===== config.mk =====
export PLATFORM = sky130hd
export DESIGN_NAME = neighbour_mean_smoothing_filter
export DESIGN_NICKNAME = d
export VERILOG_FILES = /design/src/hw/rtl/nmsf_pkg.sv /design/src/hw/rtl/nmsf_front.sv /design/src/hw/rtl/nmsf_queue.sv /design/src/hw/rtl/nmsf_back.sv /design/src/hw/rtl/neighbour_mean_smoothing_filter.sv
export SDC_FILE = /design/constraint.sdc
export NUM_CORES = 2
export LEC_CHECK = 0
export BUFFER_PORTS_ARGS = -buffer_cell sky130_fd_sc_hd__buf_2
export CAP_MARGIN = 10
export CORE_MARGIN = 3
export CORE_UTILIZATION = 31
export CTS_CLUSTER_SIZE = 28
export DETAILED_ROUTE_END_ITERATION = 8
export PLACE_DENSITY = 0.43
export SLEW_MARGIN = 25
export SYNTH_ARGS = -nofsm -noshare
export SYNTH_HDL_FRONTEND = slang
export SYNTH_SLANG_ARGS = --single-unit

===== constraint.sdc =====
create_clock -name i_clk -period 16.37 [get_ports i_clk]
set_input_delay 3.274 -clock i_clk [delete_from_list [all_inputs] [get_ports i_clk]]
set_output_delay 3.274 -clock i_clk [all_outputs]
set_load 0.05 [all_outputs]

===== src/hw/rtl/nmsf_pkg.sv =====
// Package for the neighbour mean smoothing filter.
// Holds shared sizes and the job descriptor type; no dependencies.
`default_nettype none
package nmsf_pkg;
    localparam int MAX_SIZE_DEF = 32;
    localparam int SAMPLE_BITS_DEF = 16;
    localparam int CFG_BITS = 6;
    localparam int POS_BITS = 5;
    localparam logic [CFG_BITS-1:0] SIZE_RESET = 6'd16;

    // One output job: the position to smooth and whether it ends the frame.
    typedef struct packed {
        logic [POS_BITS-1:0] row;
        logic [POS_BITS-1:0] col;
        logic [POS_BITS:0]   size;
        logic                last;
    } t_job;
endpackage
`default_nettype wire


===== src/hw/rtl/nmsf_front.sv =====
// Front end of the neighbour mean smoothing filter: counts input positions and
// turns the inputs into output jobs. Depends on nmsf_pkg.
`default_nettype none
module nmsf_front #(
    parameter int MAX_SIZE = nmsf_pkg::MAX_SIZE_DEF
) (
    input  wire logic                          i_clk,
    input  wire logic                          i_rst_n,
    input  wire logic                          i_cfg_we,
    input  wire logic [nmsf_pkg::CFG_BITS-1:0] i_cfg_data,
    input  wire logic                          i_push,
    output logic                               o_full,
    output logic                               o_wr_en,
    output logic [nmsf_pkg::POS_BITS-1:0]      o_wr_row,
    output logic [nmsf_pkg::POS_BITS-1:0]      o_wr_col,
    output logic                               o_job_valid,
    output nmsf_pkg::t_job                     o_job,
    input  wire logic                          i_job_full,
    input  wire logic                          i_back_busy
);
    localparam int PB = nmsf_pkg::POS_BITS;

    typedef enum logic [2:0] {
        S_IDLE  = 3'b001,
        S_EDGE  = 3'b010,
        S_FLUSH = 3'b100
    } t_state;

    t_state                       r_state, n_state;
    logic [nmsf_pkg::CFG_BITS-1:0] r_size_cfg;
    logic [PB-1:0]                r_row, n_row, r_col, n_col;
    logic [PB-1:0]                r_jrow, n_jrow, r_jcol, n_jcol;
    logic [PB:0]                  w_n;
    logic [PB-1:0]                w_nm1, w_r, w_c;
    logic                         w_acc;

    always_comb begin
        if (r_size_cfg < 6'd2) begin
            w_n = (PB+1)'(2);
        end else if (r_size_cfg > 6'(MAX_SIZE)) begin
            w_n = (PB+1)'(MAX_SIZE);
        end else begin
            w_n = r_size_cfg[PB:0];
        end
    end
    assign w_nm1 = PB'(w_n - 1'b1);
    assign w_r = ({1'b0, r_row} >= w_n || {1'b0, r_col} >= w_n) ? '0 : r_row;
    assign w_c = ({1'b0, r_row} >= w_n || {1'b0, r_col} >= w_n) ? '0 : r_col;

    assign o_full = (r_state != S_IDLE) || i_job_full || i_back_busy;
    assign w_acc = i_push && !o_full;
    assign o_wr_en = w_acc;
    assign o_wr_row = w_r;
    assign o_wr_col = w_c;

    always_comb begin
        n_state = r_state;
        n_row = r_row;
        n_col = r_col;
        n_jrow = r_jrow;
        n_jcol = r_jcol;
        o_job_valid = 1'b0;
        o_job = '{row: r_jrow, col: r_jcol, size: w_n, last: 1'b0};
        unique case (r_state)
            S_IDLE: begin
                if (w_acc) begin
                    if (w_c == w_nm1) begin
                        n_col = '0;
                        n_row = (w_r == w_nm1) ? '0 : w_r + 1'b1;
                    end else begin
                        n_col = w_c + 1'b1;
                        n_row = w_r;
                    end
                    if (w_r != '0) begin
                        o_job = '{row: w_r - 1'b1, col: w_c - 1'b1, size: w_n,
                                  last: 1'b0};
                        o_job_valid = (w_c != '0);
                        if (w_c == w_nm1) begin
                            n_state = S_EDGE;
                            n_jrow = w_r - 1'b1;
                            n_jcol = w_c;
                        end
                    end
                end
            end
            S_EDGE: begin
                o_job_valid = 1'b1;
                if (!i_job_full) begin
                    if (r_jrow + 1'b1 == w_nm1) begin
                        n_state = S_FLUSH;
                        n_jrow = w_nm1;
                        n_jcol = '0;
                    end else begin
                        n_state = S_IDLE;
                    end
                end
            end
            S_FLUSH: begin
                o_job_valid = 1'b1;
                o_job.last = (r_jcol == w_nm1);
                if (!i_job_full) begin
                    n_jcol = r_jcol + 1'b1;
                    if (r_jcol == w_nm1) begin
                        n_state = S_IDLE;
                    end
                end
            end
            default: n_state = S_IDLE;
        endcase
        if (i_cfg_we) begin
            n_row = '0;
            n_col = '0;
        end
    end

    always_ff @(posedge i_clk) begin
        if (!i_rst_n) begin
            r_state <= S_IDLE;
            r_row <= '0;
            r_col <= '0;
            r_size_cfg <= nmsf_pkg::SIZE_RESET;
        end else begin
            r_state <= n_state;
            r_row <= n_row;
            r_col <= n_col;
            if (i_cfg_we) begin
                r_size_cfg <= i_cfg_data;
            end
        end
        r_jrow <= n_jrow;
        r_jcol <= n_jcol;
    end

    assert property (@(posedge i_clk) disable iff (!i_rst_n)
        (r_state != S_IDLE) |-> o_full)
        else $error("front took input while emitting jobs");
    assert property (@(posedge i_clk) disable iff (!i_rst_n)
        o_job_valid |-> ({1'b0, o_job.row} < o_job.size))
        else $error("job row outside frame");
    assert property (@(posedge i_clk) disable iff (!i_rst_n)
        (o_job_valid && o_job.last) |-> (r_state == S_FLUSH))
        else $error("frame end marked outside flush");
endmodule
`default_nettype wire


===== src/hw/rtl/nmsf_queue.sv =====
// Short job queue between front and back of the smoothing filter.
// Depends on nmsf_pkg.
`default_nettype none
module nmsf_queue (
    input  wire logic           i_clk,
    input  wire logic           i_rst_n,
    input  wire logic           i_wr,
    input  wire nmsf_pkg::t_job i_data,
    output logic                o_full,
    input  wire logic           i_rd,
    output logic                o_empty,
    output nmsf_pkg::t_job      o_data
);
    nmsf_pkg::t_job r_mem [4];
    logic [1:0]     r_wp, r_rp;
    logic [2:0]     r_cnt;

    assign o_full = (r_cnt >= 3'd3);
    assign o_empty = (r_cnt == '0);
    assign o_data = r_mem[r_rp];

    always_ff @(posedge i_clk) begin
        if (!i_rst_n) begin
            r_wp <= '0;
            r_rp <= '0;
            r_cnt <= '0;
        end else begin
            if (i_wr) begin
                r_wp <= r_wp + 1'b1;
            end
            if (i_rd && !o_empty) begin
                r_rp <= r_rp + 1'b1;
            end
            r_cnt <= r_cnt + 3'(i_wr) - 3'(i_rd && !o_empty);
        end
        if (i_wr) begin
            r_mem[r_wp] <= i_data;
        end
    end

    assert property (@(posedge i_clk) disable iff (!i_rst_n) r_cnt <= 3'd4)
        else $error("job queue overflow");
endmodule
`default_nettype wire


===== src/hw/rtl/nmsf_back.sv =====
// Back end of the smoothing filter: line store, neighbour sum over eight reads,
// truncating divide and a one-entry result register. Depends on nmsf_pkg.
`default_nettype none
module nmsf_back #(
    parameter int MAX_SIZE    = nmsf_pkg::MAX_SIZE_DEF,
    parameter int SAMPLE_BITS = nmsf_pkg::SAMPLE_BITS_DEF
) (
    input  wire logic                          i_clk,
    input  wire logic                          i_rst_n,
    input  wire logic                          i_wr_en,
    input  wire logic [nmsf_pkg::POS_BITS-1:0] i_wr_row,
    input  wire logic [nmsf_pkg::POS_BITS-1:0] i_wr_col,
    input  wire logic signed [SAMPLE_BITS-1:0] i_wr_data,
    input  wire logic                          i_job_empty,
    input  wire nmsf_pkg::t_job                i_job,
    output logic                               o_job_rd,
    output logic                               o_busy,
    output logic                               o_empty,
    input  wire logic                          i_pop,
    output logic signed [SAMPLE_BITS-1:0]      o_value,
    output logic [nmsf_pkg::POS_BITS-1:0]      o_row,
    output logic [nmsf_pkg::POS_BITS-1:0]      o_col,
    output logic                               o_last
);
    localparam int PB = nmsf_pkg::POS_BITS;
    localparam int CB = $clog2(MAX_SIZE);
    localparam int DEPTH = 3 * MAX_SIZE;
    localparam int AB = $clog2(DEPTH);
    localparam int SB = SAMPLE_BITS + 4;
    localparam int QB = SB + 1;
    localparam int KB = SB + 2;
    localparam logic [63:0] SCALE = 64'd1 << KB;
    localparam logic [KB-1:0] RECIP3 = KB'((SCALE + 64'd2) / 64'd3);
    localparam logic [KB-1:0] RECIP5 = KB'((SCALE + 64'd4) / 64'd5);

    typedef enum logic [4:0] {
        S_IDLE = 5'b00001,
        S_READ = 5'b00010,
        S_ACC  = 5'b00100,
        S_DIV  = 5'b01000,
        S_OUT  = 5'b10000
    } t_state;

    logic signed [SAMPLE_BITS-1:0] r_mem [DEPTH];
    logic signed [SAMPLE_BITS-1:0] r_rd;
    t_state                        r_state;
    nmsf_pkg::t_job                r_job;
    logic [3:0]                    r_k, r_cnt;
    logic                          r_tvalid;
    logic signed [SB-1:0]          r_sum;
    logic [QB-1:0]                 r_quo;
    logic                          r_neg;
    logic signed [SAMPLE_BITS-1:0] r_value;
    logic [PB-1:0]                 r_orow, r_ocol;
    logic                          r_olast, r_full;

    logic [1:0]    w_dr, w_dc;
    logic [PB:0]   w_kr, w_kc;
    logic          w_in;
    logic [1:0]    w_slot, w_wslot;
    logic [AB-1:0] w_raddr, w_waddr;
    logic [SB-2:0] w_abs;
    logic [2*SB:0] w_prod3, w_prod5;

    // Row index modulo three by compare and subtract.
    function automatic logic [1:0] slot_of(input logic [PB:0] v);
        logic [PB:0] x;
        x = v;
        if (x >= (PB+1)'(48)) x = x - (PB+1)'(48);
        if (x >= (PB+1)'(24)) x = x - (PB+1)'(24);
        if (x >= (PB+1)'(12)) x = x - (PB+1)'(12);
        if (x >= (PB+1)'(6)) x = x - (PB+1)'(6);
        if (x >= (PB+1)'(3)) x = x - (PB+1)'(3);
        return x[1:0];
    endfunction

    always_comb begin
        unique case (r_k)
            4'd0: begin w_dr = 2'd0; w_dc = 2'd0; end
            4'd1: begin w_dr = 2'd0; w_dc = 2'd1; end
            4'd2: begin w_dr = 2'd0; w_dc = 2'd2; end
            4'd3: begin w_dr = 2'd1; w_dc = 2'd0; end
            4'd4: begin w_dr = 2'd1; w_dc = 2'd2; end
            4'd5: begin w_dr = 2'd2; w_dc = 2'd0; end
            4'd6: begin w_dr = 2'd2; w_dc = 2'd1; end
            default: begin w_dr = 2'd2; w_dc = 2'd2; end
        endcase
    end
    assign w_kr = {1'b0, r_job.row} + (PB+1)'(w_dr) - 1'b1;
    assign w_kc = {1'b0, r_job.col} + (PB+1)'(w_dc) - 1'b1;
    assign w_in = (w_kr < r_job.size) && (w_kc < r_job.size);
    assign w_slot = slot_of(w_kr);
    assign w_wslot = slot_of({1'b0, i_wr_row});
    assign w_raddr = AB'(w_slot * MAX_SIZE + w_kc[CB-1:0]);
    assign w_waddr = AB'(w_wslot * MAX_SIZE + i_wr_col[CB-1:0]);

    // The divisor is 3, 5 or 8; the first two use a reciprocal multiplication.
    assign w_abs = r_sum[SB-2:0];
    assign w_prod3 = (2*SB+1)'(w_abs) * (2*SB+1)'(RECIP3);
    assign w_prod5 = (2*SB+1)'(w_abs) * (2*SB+1)'(RECIP5);

    assign o_job_rd = (r_state == S_IDLE) && !i_job_empty;
    assign o_busy = (r_state == S_READ);
    assign o_empty = !r_full;
    assign o_value = r_value;
    assign o_row = r_orow;
    assign o_col = r_ocol;
    assign o_last = r_olast;

    always_ff @(posedge i_clk) begin
        if (i_wr_en) begin
            r_mem[w_waddr] <= i_wr_data;
        end
        r_rd <= r_mem[w_raddr];
    end

    always_ff @(posedge i_clk) begin
        if (!i_rst_n) begin
            r_state <= S_IDLE;
            r_full <= 1'b0;
        end else begin
            if ((r_state == S_OUT) && (!r_full || i_pop)) begin
                r_full <= 1'b1;
            end else if (i_pop && r_full) begin
                r_full <= 1'b0;
            end
            unique case (r_state)
                S_IDLE: begin
                    if (!i_job_empty) begin
                        r_state <= S_READ;
                    end
                end
                S_READ: begin
                    if (r_k == 4'd8) begin
                        r_state <= S_ACC;
                    end
                end
                S_ACC: r_state <= S_DIV;
                S_DIV: r_state <= S_OUT;
                S_OUT: begin
                    if (!r_full || i_pop) begin
                        r_state <= S_IDLE;
                    end
                end
                default: r_state <= S_IDLE;
            endcase
        end
    end

    always_ff @(posedge i_clk) begin
        unique case (r_state)
            S_IDLE: begin
                r_job <= i_job;
                r_k <= '0;
                r_cnt <= '0;
                r_sum <= '0;
                r_tvalid <= 1'b0;
            end
            S_READ: begin
                if (r_tvalid) begin
                    r_sum <= r_sum + SB'(r_rd);
                    r_cnt <= r_cnt + 1'b1;
                end
                r_tvalid <= w_in && (r_k != 4'd8);
                r_k <= r_k + 1'b1;
            end
            S_ACC: begin
                if (r_tvalid) begin
                    r_neg <= (r_sum + SB'(r_rd)) < 0;
                    r_sum <= ((r_sum + SB'(r_rd)) < 0) ? -(r_sum + SB'(r_rd))
                                                       : r_sum + SB'(r_rd);
                    r_cnt <= r_cnt + 1'b1;
                end else begin
                    r_neg <= r_sum < 0;
                    r_sum <= (r_sum < 0) ? -r_sum : r_sum;
                end
            end
            S_DIV: begin
                case (r_cnt)
                    4'd3: r_quo <= QB'(w_prod3 >> KB);
                    4'd5: r_quo <= QB'(w_prod5 >> KB);
                    default: r_quo <= QB'(w_abs >> 3);
                endcase
            end
            S_OUT: begin
                if (!r_full || i_pop) begin
                    r_value <= r_neg ? SAMPLE_BITS'(-r_quo) : SAMPLE_BITS'(r_quo);
                    r_orow <= r_job.row;
                    r_ocol <= r_job.col;
                    r_olast <= r_job.last;
                end
            end
            default: r_k <= '0;
        endcase
    end

    assert property (@(posedge i_clk) disable iff (!i_rst_n)
        (r_state == S_DIV) |-> (r_cnt == 4'd3 || r_cnt == 4'd5 || r_cnt == 4'd8))
        else $error("unexpected neighbour count");
    assert property (@(posedge i_clk) disable iff (!i_rst_n)
        o_job_rd |=> (r_state == S_READ))
        else $error("job taken without starting");
    assert property (@(posedge i_clk) disable iff (!i_rst_n)
        (r_full && !i_pop) |=> ($stable(r_value) && r_full))
        else $error("held result changed");
endmodule
`default_nettype wire


===== src/hw/rtl/neighbour_mean_smoothing_filter.sv =====
// Top level of the neighbour mean smoothing filter.
// Instantiates nmsf_front, nmsf_queue and nmsf_back; depends on nmsf_pkg.
//
// Takes an N x N frame in raster order and returns, per position, the mean of
// its in-frame eight neighbours, truncated toward zero. A row's results follow
// once the row below arrives; the last input flushes the rest, marking the
// final result with o_frame_last. In the back end each result passes through
// S_IDLE to take the job, S_READ for the eight reads of the line store, S_ACC to
// finish the sum, S_DIV for the reciprocal or shift divide and S_OUT to load the
// result register. An input is taken only after every earlier job has read its
// neighbours, so an input that causes a result holds the next one until those
// reads are done, and one that causes none lets the next be taken in the cycle
// after. A row end adds one job and the last input of a frame adds N+1, and any
// result left waiting on pop stalls the back end. Writing the frame size restarts
// the frame.
`default_nettype none
module neighbour_mean_smoothing_filter #(
    parameter int MAX_SIZE    = nmsf_pkg::MAX_SIZE_DEF,
    parameter int SAMPLE_BITS = nmsf_pkg::SAMPLE_BITS_DEF
) (
    input  wire logic                          i_clk,
    input  wire logic                          i_rst_n,
    input  wire logic                          i_cfg_we,
    input  wire logic [nmsf_pkg::CFG_BITS-1:0] i_cfg_data,
    input  wire logic                          push,
    output logic                               full,
    input  wire logic signed [SAMPLE_BITS-1:0] i_pixel_value,
    output logic                               empty,
    input  wire logic                          pop,
    output logic signed [SAMPLE_BITS-1:0]      o_smoothed_value,
    output logic [nmsf_pkg::POS_BITS-1:0]      o_out_row,
    output logic [nmsf_pkg::POS_BITS-1:0]      o_out_col,
    output logic                               o_frame_last
);
    logic                            w_wr_en, w_job_valid, w_qfull, w_qempty, w_jrd;
    logic                            w_reading;
    logic [nmsf_pkg::POS_BITS-1:0]   w_wr_row, w_wr_col;
    nmsf_pkg::t_job                  w_job, w_qjob;

    nmsf_front #(.MAX_SIZE(MAX_SIZE)) u_front (
        .i_clk(i_clk), .i_rst_n(i_rst_n), .i_cfg_we(i_cfg_we), .i_cfg_data(i_cfg_data),
        .i_push(push), .o_full(full), .o_wr_en(w_wr_en), .o_wr_row(w_wr_row),
        .o_wr_col(w_wr_col), .o_job_valid(w_job_valid), .o_job(w_job),
        .i_job_full(w_qfull), .i_back_busy(!w_qempty || w_reading)
    );

    nmsf_queue u_queue (
        .i_clk(i_clk), .i_rst_n(i_rst_n), .i_wr(w_job_valid && !w_qfull),
        .i_data(w_job), .o_full(w_qfull), .i_rd(w_jrd), .o_empty(w_qempty),
        .o_data(w_qjob)
    );

    nmsf_back #(.MAX_SIZE(MAX_SIZE), .SAMPLE_BITS(SAMPLE_BITS)) u_back (
        .i_clk(i_clk), .i_rst_n(i_rst_n), .i_wr_en(w_wr_en), .i_wr_row(w_wr_row),
        .i_wr_col(w_wr_col), .i_wr_data(i_pixel_value), .i_job_empty(w_qempty),
        .i_job(w_qjob), .o_job_rd(w_jrd), .o_busy(w_reading), .o_empty(empty),
        .i_pop(pop), .o_value(o_smoothed_value), .o_row(o_out_row),
        .o_col(o_out_col), .o_last(o_frame_last)
    );
endmodule
`default_nettype wire


==> flow_summary.ini <==
[synthesis]
synth_top_cell_by_area = edfxtp_1
synth_edf_count = 1704
synth_top_area_share = 0.626
ys_warn_count = 0
synthCells = 4646
avgSynthCellArea_um2 = 17.6
syn_nets = 5217
async_flop_share = 0
netlist_area_um2 = 81800
synth_area_leaders = edfxtp_1, mux4_2, ha_1
ys.flop_type = edfxtp_1
seq_area_frac_synth = 0.637
ys_seq_elements = 1752
synthMostInstantiatedCell = edfxtp_1
synth_commonest_cells = edfxtp_1, mux4_2, inv_1, ha_1, fa_1
synth.distinct_cells = 85

[critical_path]
crit_type = flip-flop to flip-flop
startpoint_type = flip-flop
cp-end-kind = flip-flop
required_ns = 16.81
cp.arrival_ns = 8.62
slowest_delay_ns = 0.88
worst_path_max_delay_cell = nor2_2
cpMostUsedCell = ha_1
worst-r2r-cell-count = 28
cp_max_fo = 32

[cts]
clockRootBuffer = clkbuf_16
post_cts_buffers = 0
insertion_delay_ns = 0.85
cts_made_buffers = 186
cts_tree = built
hold_buffers = 0
clk_pin_slew_ns = 0.06
cts_resized = 0
cts_buffer_depth = 3
h-tree-depth = 4
cts.sinks = 1752

[placed_design]
dpl_cell_area_um2 = 86800
place_ws_ns = 8.29
dp_hpwl_um = 158000
gp_congestion = 0.813
dp_cells = 8097
port_buffers = 55

[min_path]
holdPathStages = 0
hold_class = flip-flop to flip-flop

[global_routing]
first_global_vias = 43700
antenna_found_initial = 10
grt_max_degree = 116
grt_pass1_wl_um = 335000
grt_overflow_total = 0
track_usage = 0.172

[timing]
setup_violations = 0
relSlewSlack = 0.255
tns_ns = 0
clock_skew_ns = 0.0340
period_needed_ns = 8.18
fin_crit_sh = 0.500
worst_slew_pin_slew_ns = 1.09
rsz0062_at_grt = false
maxSlewViolCount = 0
hold_viol = 0
max_freq_mhz = 122
finalWorstSetupSlack_ns = 8.19

[floorplanning]
fp.coreArea_um2 = 261000
placementRows = 187
initial_core_util = 0.313
dieArea_um2 = 270000
die_x_um = 520
ios = 56
die_y_um = 520

[detailed_routing]
drt_iter0_drc = 3683
drc_errors = 0
via_count = 42000
wl_per_cell_um = 27.8
via_per_inst = 4.97
firstDrtPassIters = 6
drtAntennaViolNets = 0
wirelength_um = 234000

[final_layout]
final_area_um2 = 92800
final_nets = 5360
syn2layout_area_growth_pct = 13.5
drive_gt1_frac = 0.209
fin_cells = 8442

[flow_run]
maxCapViolations = 0

[outcome]
status = finished clean
## state kept, by name, summed over array words and instances, names as in the netlist, 2 cells and up
name                cells
u_back.r_mem         1536
u_back.r_rd            16
u_back.o_row            5
u_front.r_jrow          5
u_back.r_quo           16
u_queue.r_wp            2
u_back.r_sum           20
u_back.o_value         16
u_queue.r_cnt           3
u_back.r_k              4
u_front.r_size_cfg      6
u_back.o_col            5
u_back.r_cnt            4
u_queue.r_rp            2
u_front.r_row           5
u_back.r_state          5
u_queue.r_mem          68
u_front.r_state         3
u_front.r_col           5
u_front.r_jcol          5
u_back.r_job           17
## metrics by stage
stage	hold slack, ns	util
final	0.421	0.355
after global routing	0.438	0.355
after CTS	0.423	0.355
after detailed placement	0.408	0.332
after global placement	0.405	0.332
after floorplan	0.400	-
## placed cells by master, fill, tap and decap left out, types with 47 or more instances in the layout
cell type,instances
buf_4,96
edfxtp_1,1704
dfxtp_1,48
inv_1,438
fa_1,204
xnor2_1,98
nor2_2,70
nand3_1,47
nor2_1,113
clkbuf_16,186
a21oi_1,85
ha_1,337
clkbuf_1,47
nand2_1,132
mux2i_1,63
mux4_2,497
o21ai_0,96
## path summary, 6_finish.rpt
path	start	to	slack, ns
setup / recovery	u_front.r_size_cfg[5]	u_back.r_mem[89][15]	8.19
hold / removal	u_back.r_job[0]	u_back.o_last	0.42
setup reg to reg	u_front.r_size_cfg[5]	u_back.r_mem[89][15]	8.19
hold reg to reg	u_back.r_job[0]	u_back.o_last	0.42
## metal layers
| layer | up-vias | wire length (um) | global-route usage |
|---|---|---|---|
| met5 | - | 0 | 0 |
| met4 | 0 | 4490 | 0.0365 |
| met3 | 230 | 9200 | 0.0214 |
| met2 | 938 | 112000 | 0.279 |
| met1 | 22400 | 109000 | 0.249 |
| li1 | 18400 | - | - |
## critical path: cells and delay by family, from the launching register on
family	cells	cell delay, ns
buf+inv	2	0.46
simple gates	8	2.17
xor+xnor	1	0.17
fa+ha+maj	5	1.47
flops	1	0.82
mux	1	0.56
compound gates	11	2.04
## area by class of cell
type,count,area (um^2)
multi-input combinational,2271,27700
clock buffer,235,4860
clock inverter,105,1110
sequential,1752,52100
timing repair buffer,139,987
tap,3496,4370
fill,24600,168000
inverter,439,1650
antenna,5,12.5
## cell families (layout without fill, tap and decap cells)
kind of cell	after synthesis	after routing	synth area share
muxes	565	565	0.145
adders and majority gates	544	544	0.102
and+or+nand+nor	584	584	0.0346
xor gates and xnor gates	140	140	0.0151
other	0	5	0
AOI/OAI and AO/OA	438	438	0.0366
DFF	1752	1752	0.637
buffers and inverters	623	918	0.0289
Power is left out: the tool's default activity adds up to more than one toggle a clock period on the data nets, which glitch-free logic cannot reach.
